===== config.mk =====
export PLATFORM = sky130hd
export DESIGN_NAME = mpq_cell
export DESIGN_NICKNAME = d
export VERILOG_FILES = /design/src/sv/mpq_pkg.sv /design/src/sv/mpq_cell.sv
export SDC_FILE = /design/constraint.sdc
export NUM_CORES = 1
export LEC_CHECK = 0
export BUFFER_PORTS_ARGS = -buffer_cell sky130_fd_sc_hd__buf_2
export CELL_PAD_IN_SITES_DETAIL_PLACEMENT = 1
export CELL_PAD_IN_SITES_GLOBAL_PLACEMENT = 2
export CORE_MARGIN = 8
export CORE_UTILIZATION = 30
export CTS_CLUSTER_DIAMETER = 200
export DETAILED_ROUTE_END_ITERATION = 16
export PLACE_DENSITY_LB_ADDON = 0.1
export SLEW_MARGIN = 20
export SYNTH_ARGS = -nofsm -noshare
export SYNTH_HDL_FRONTEND = slang
export SYNTH_SLANG_ARGS = --single-unit

===== constraint.sdc =====
create_clock -name i_clk -period 5.7 [get_ports i_clk]
set_clock_uncertainty 0.15 [all_clocks]
set_input_delay 0.855 -clock i_clk [delete_from_list [all_inputs] [get_ports i_clk]]
set_output_delay 0.855 -clock i_clk [all_outputs]
set_load 0.05 [all_outputs]

===== src/sv/mpq_pkg.sv =====
package mpq_pkg;

    localparam int KEY_W            = 32;
    localparam int OP_W             = 2;
    localparam int STATUS_W         = 2;
    localparam int OCC_W            = 7;
    localparam int DEFAULT_CAPACITY = 64;

    typedef enum logic [OP_W-1:0] {
        OP_INSERT  = 2'd0,
        OP_FIND    = 2'd1,
        OP_EXTRACT = 2'd2
    } t_op;

    typedef enum logic [STATUS_W-1:0] {
        ST_OK    = 2'd0,
        ST_EMPTY = 2'd1,
        ST_FULL  = 2'd2
    } t_status;

    // Command broadcast to every cell of the sorted chain.
    typedef struct packed {
        logic ins;
        logic ext;
    } t_cell_ctrl;

endpackage


===== src/sv/mpq_cell.sv =====
module mpq_cell #(
    parameter int CNT_W = $clog2(mpq_pkg::DEFAULT_CAPACITY + 1),
    parameter int IDX   = 0
) (
    input  logic                             i_clk,
    input  mpq_pkg::t_cell_ctrl              i_ctrl,
    input  logic signed [mpq_pkg::KEY_W-1:0] i_key_new,
    input  logic [CNT_W-1:0]                 i_count,
    input  logic signed [mpq_pkg::KEY_W-1:0] i_left_key,
    input  logic                             i_left_ge,
    input  logic signed [mpq_pkg::KEY_W-1:0] i_right_key,
    output logic signed [mpq_pkg::KEY_W-1:0] o_key,
    output logic                             o_ge
);

    logic signed [mpq_pkg::KEY_W-1:0] r_key;
    logic signed [mpq_pkg::KEY_W-1:0] n_key;

    // The new key belongs at or before this cell when the cell is empty or
    // holds a larger key. The chain is sorted, so this flag is monotonic.
    assign o_ge = (CNT_W'(IDX) >= i_count) || (i_key_new < r_key);
    assign o_key = r_key;

    always_comb begin
        n_key = r_key;
        if (i_ctrl.ins && o_ge) begin
            n_key = i_left_ge ? i_left_key : i_key_new;
        end else if (i_ctrl.ext) begin
            n_key = i_right_key;
        end
    end

    always_ff @(posedge i_clk) begin
        r_key <= n_key;
    end

endmodule


==> summary.md <==
| Metric | Value |
|---|---|
| Status | complete, no violations |
| Syn_area_per_cell | 12.14 sq um |
| Critical Path RT | 4.70 ns |
| Slowest stage cell, crit path | a221o_1 |
| Number of antenna violations at the first check in global routing | 1 |
| Utilization of the core after routing | 0.3946 |
| Total setup violations reported at the end of the flow | 0 |
| Hold Fails Final Rpt | 0 |
| Top cell type by total area after synthesis | edfxtp_1 |
| Critical Path, Cell by Cell | buf_2 -> ha_1 -> a21oi_1 -> o21ai_0 -> a221o_1 -> a22oi_1 -> a21oi_1 -> a31oi_1 -> buf_2 |
| Count of cells resized by post-cts repair | 0 |
| Total leakage power | around 1.8 nW |
| Sum of overflow across all layers after global routing | 0 |
| Power density cells | around 310 mW/mm^2 |
| Total Power | 0.001117 W |
| Setup repair bufs after CTS | 0 |
| Biggest cell delay along the critical path | 0.36 ns |
| Setup total negative slack | 0 ns |
| Data arrival time of the worst path | 2.80 ns |
| Summed area of non-filler cells in the final layout | 0.003577 sq mm |
| Total detailed-routing wirelength | 7.835 mm |
| Std-Cell Core Area | a little over 0.009 sq mm |
| Share of the synthesized area in the top cell type | 0.3504 |
| Worst slew margin relative to its limit | 0.4284 |
| Synthesis-stage register bit count | 32 |
| Total vias in the final route | 2,225 |
| Detail Route Antenna Nets | 0 |
| Boundary pin count | 140 |
| Most instantiated cells after synthesis | 35 x mux2_2, 33 x inv_1, 32 x edfxtp_1 |
| Cell depth of the worst hold path | 2 |
| Combined flip-flop and latch cell area | 960.9 sq um |
| Yosys synthesis warning count | 0 |
| Iteration-0 DRC Markers | 27 |
| Final-report max-slew violation count | 0 |
| Worst Reg2Reg Path Length in Cells | 9 |
| DR pass1 iterations | 4 |
| Min-delay worst type | primary input to register |
| Filler cell count | 1,051 |
| First-pass GRT wire length | 12.54 mm |
| Syn nets | approximately 360 |
| Most frequent cell after synthesis | mux2_2 |
| Layout Area Growth over Synthesis | 30.43% |
| Min Clock Period, post-route | 3.801 ns |
| Number of antenna cells inserted | 0 |
| Total standard cell area after synthesis | 0.002743 sq mm |
| Number of library cell types mapped by synthesis | 36 |
| Placer congestion estimate | 0.6653 |
| Number of enable-type register cells in the synthesized netlist | 32 |
| Unrepaired setup endpoints after global routing | false |
| Chip width | 111.6 um |
| Die Area | 0.01246 sq mm |
| Tightest hold margin | 0.7145 ns |
| Initial Util | 0.3026 |
| Total placed instance area | 0.003500 sq mm |
| DIE HEIGHT | 111.6 um |
| Placed wire-length estimate after detailed placement | 6.322 mm |
| Share of layout cells above drive strength 1 | 0.5863 |
| Clk root buf | clkbuf_8 |
| Multi-input gate area in the final layout | 0.001573 sq mm |
| Post-synth ARST share | 0 |
| Critical-path maximum fanout | 3 |
| Transition time of the tightest slew-check pin | 0.8574 ns |
| Cell types occupying the most area after synthesis | edfxtp_1 35%, mux2_4 16%, mux2_2 14% |
| Overall fraction of global-route tracks in use | 0.1266 |
| Largest net degree at the start of global routing | 33 |
| Vias in the first global route | 2,521 |
| H-tree lvl count | 2 |
| Worst IR Drop VDD | 93.93 uV |
| Deepest clock path buffer count | 2 |
| Post-synthesis instance total | approximately 230 |
| Category of the worst setup path capture point | output pin |
| Most common flop cell mapped by yosys | edfxtp_1 |
| Max Clock Freq | 0.2631 GHz |
| Number of DRC violations after detailed routing | 0 |
| WS Path Type | primary input to output pin |
| Type of element launching the critical path | primary input |
| Nets | 503 |
| Number of max-cap violations | 0 |
| Number of buffers inserted by port buffering | 139 |
| Post-route clock period utilization | 0.6668 |
| Sequential-to-total area share from yosys stat | 0.3504 |
| Routed length per placed instance | 16.46 um |
| Average vias per placed instance | 4.674 |
| Clk slew on worst S/H paths | 0.07 ns |
| CTS tree | done |
| Number of sinks on the clock net | 32 |
| Post-CTS Hold Fix Bufs | 0 |
| Insertion delay to the later sink of the worst-skew pair | 0.29 ns |
| Placement Rows | 35 |
| Number of buffers inserted during clock tree synthesis | 5 |
| Flip-flop count of the largest register, all copies and words added | 32 |
==> cell families after synthesis <==
family                   count (synthesis)  synth area share
multiplexers                            64            0.3025
buffers and inverters                   41           0.07664
flip-flops                              32            0.3504
adder cells (fa/ha/maj)                 31            0.1414
AND/OR/NAND/NOR                         31           0.06523
AO/OA/AOI/OAI                           27           0.06387
==> through the flow <==
step           worst slack [ns]  instances
2_1_floorplan             1.801        226
6_report                  1.899        476
5_1_grt                   1.734        476
3_5_place_dp              1.862        469
4_1_cts                   1.866        476
3_3_place_gp              1.879        469
==> area by class of cell <==
type,count,area share
multi-input cells,153,0.4397
flip-flops and latches,32,0.2686
repair buffers,140,0.1966
well taps,111,0.03882
inverters,33,0.03463
clock buffers,6,0.02029
clock inverters,1,0.001399
==> layer usage <==
metal,wire (um),track usage,up-vias
li1,-,-,1108
met5,12,0,-
met3,612,0.04762,8
met4,79,0.03282,2
met2,4038,0.2299,76
met1,3091,0.1342,1031
==> cells in the final DEF (no fill, tap or decap), types with 2 or more instances in the layout <==
cell and instances:
and2_1 2, a21o_1 2, buf_2 139, a21oi_1 11, ha_1 31, nand2b_1 2, and3_1 2, nor2_1 4
mux2_4 29, nand4_1 4, mux2_2 35, edfxtp_1 32, o21ai_0 4, inv_1 33, clkbuf_8 5, nand2_1 8
==> worst max-delay path, delay by kind of cell <==
family                   cells  cell delay [ns]
AO/OA/AOI/OAI                6             1.23
buffers and inverters        2             0.41
adder cells (fa/ha/maj)      1             0.31
==> power by group <==
group | internal, W | switching (W) | leakage (nW) | total, W
combinational | 0.000222 | 0.000371 | 1.44 | 0.000593
sequential | 0.000330 | 0.0000223 | 0.319 | 0.000353
clock | 0.0000831 | 0.0000882 | 0.0410 | 0.000171
total | 0.000635 | 0.000482 | 1.80 | 0.00112
==> final timing paths <==
check / startpoint / end / slack (ns)
worst max register to register: o_key[9] / o_key[1] / 2.50
worst min register to register: o_key[31] / o_key[19] / 1.68
worst max-delay path: i_key_new[11] / o_ge / 1.90
worst min-delay path: i_right_key[7] / o_key[7] / 0.71
(Power assumes the default switching activity.)
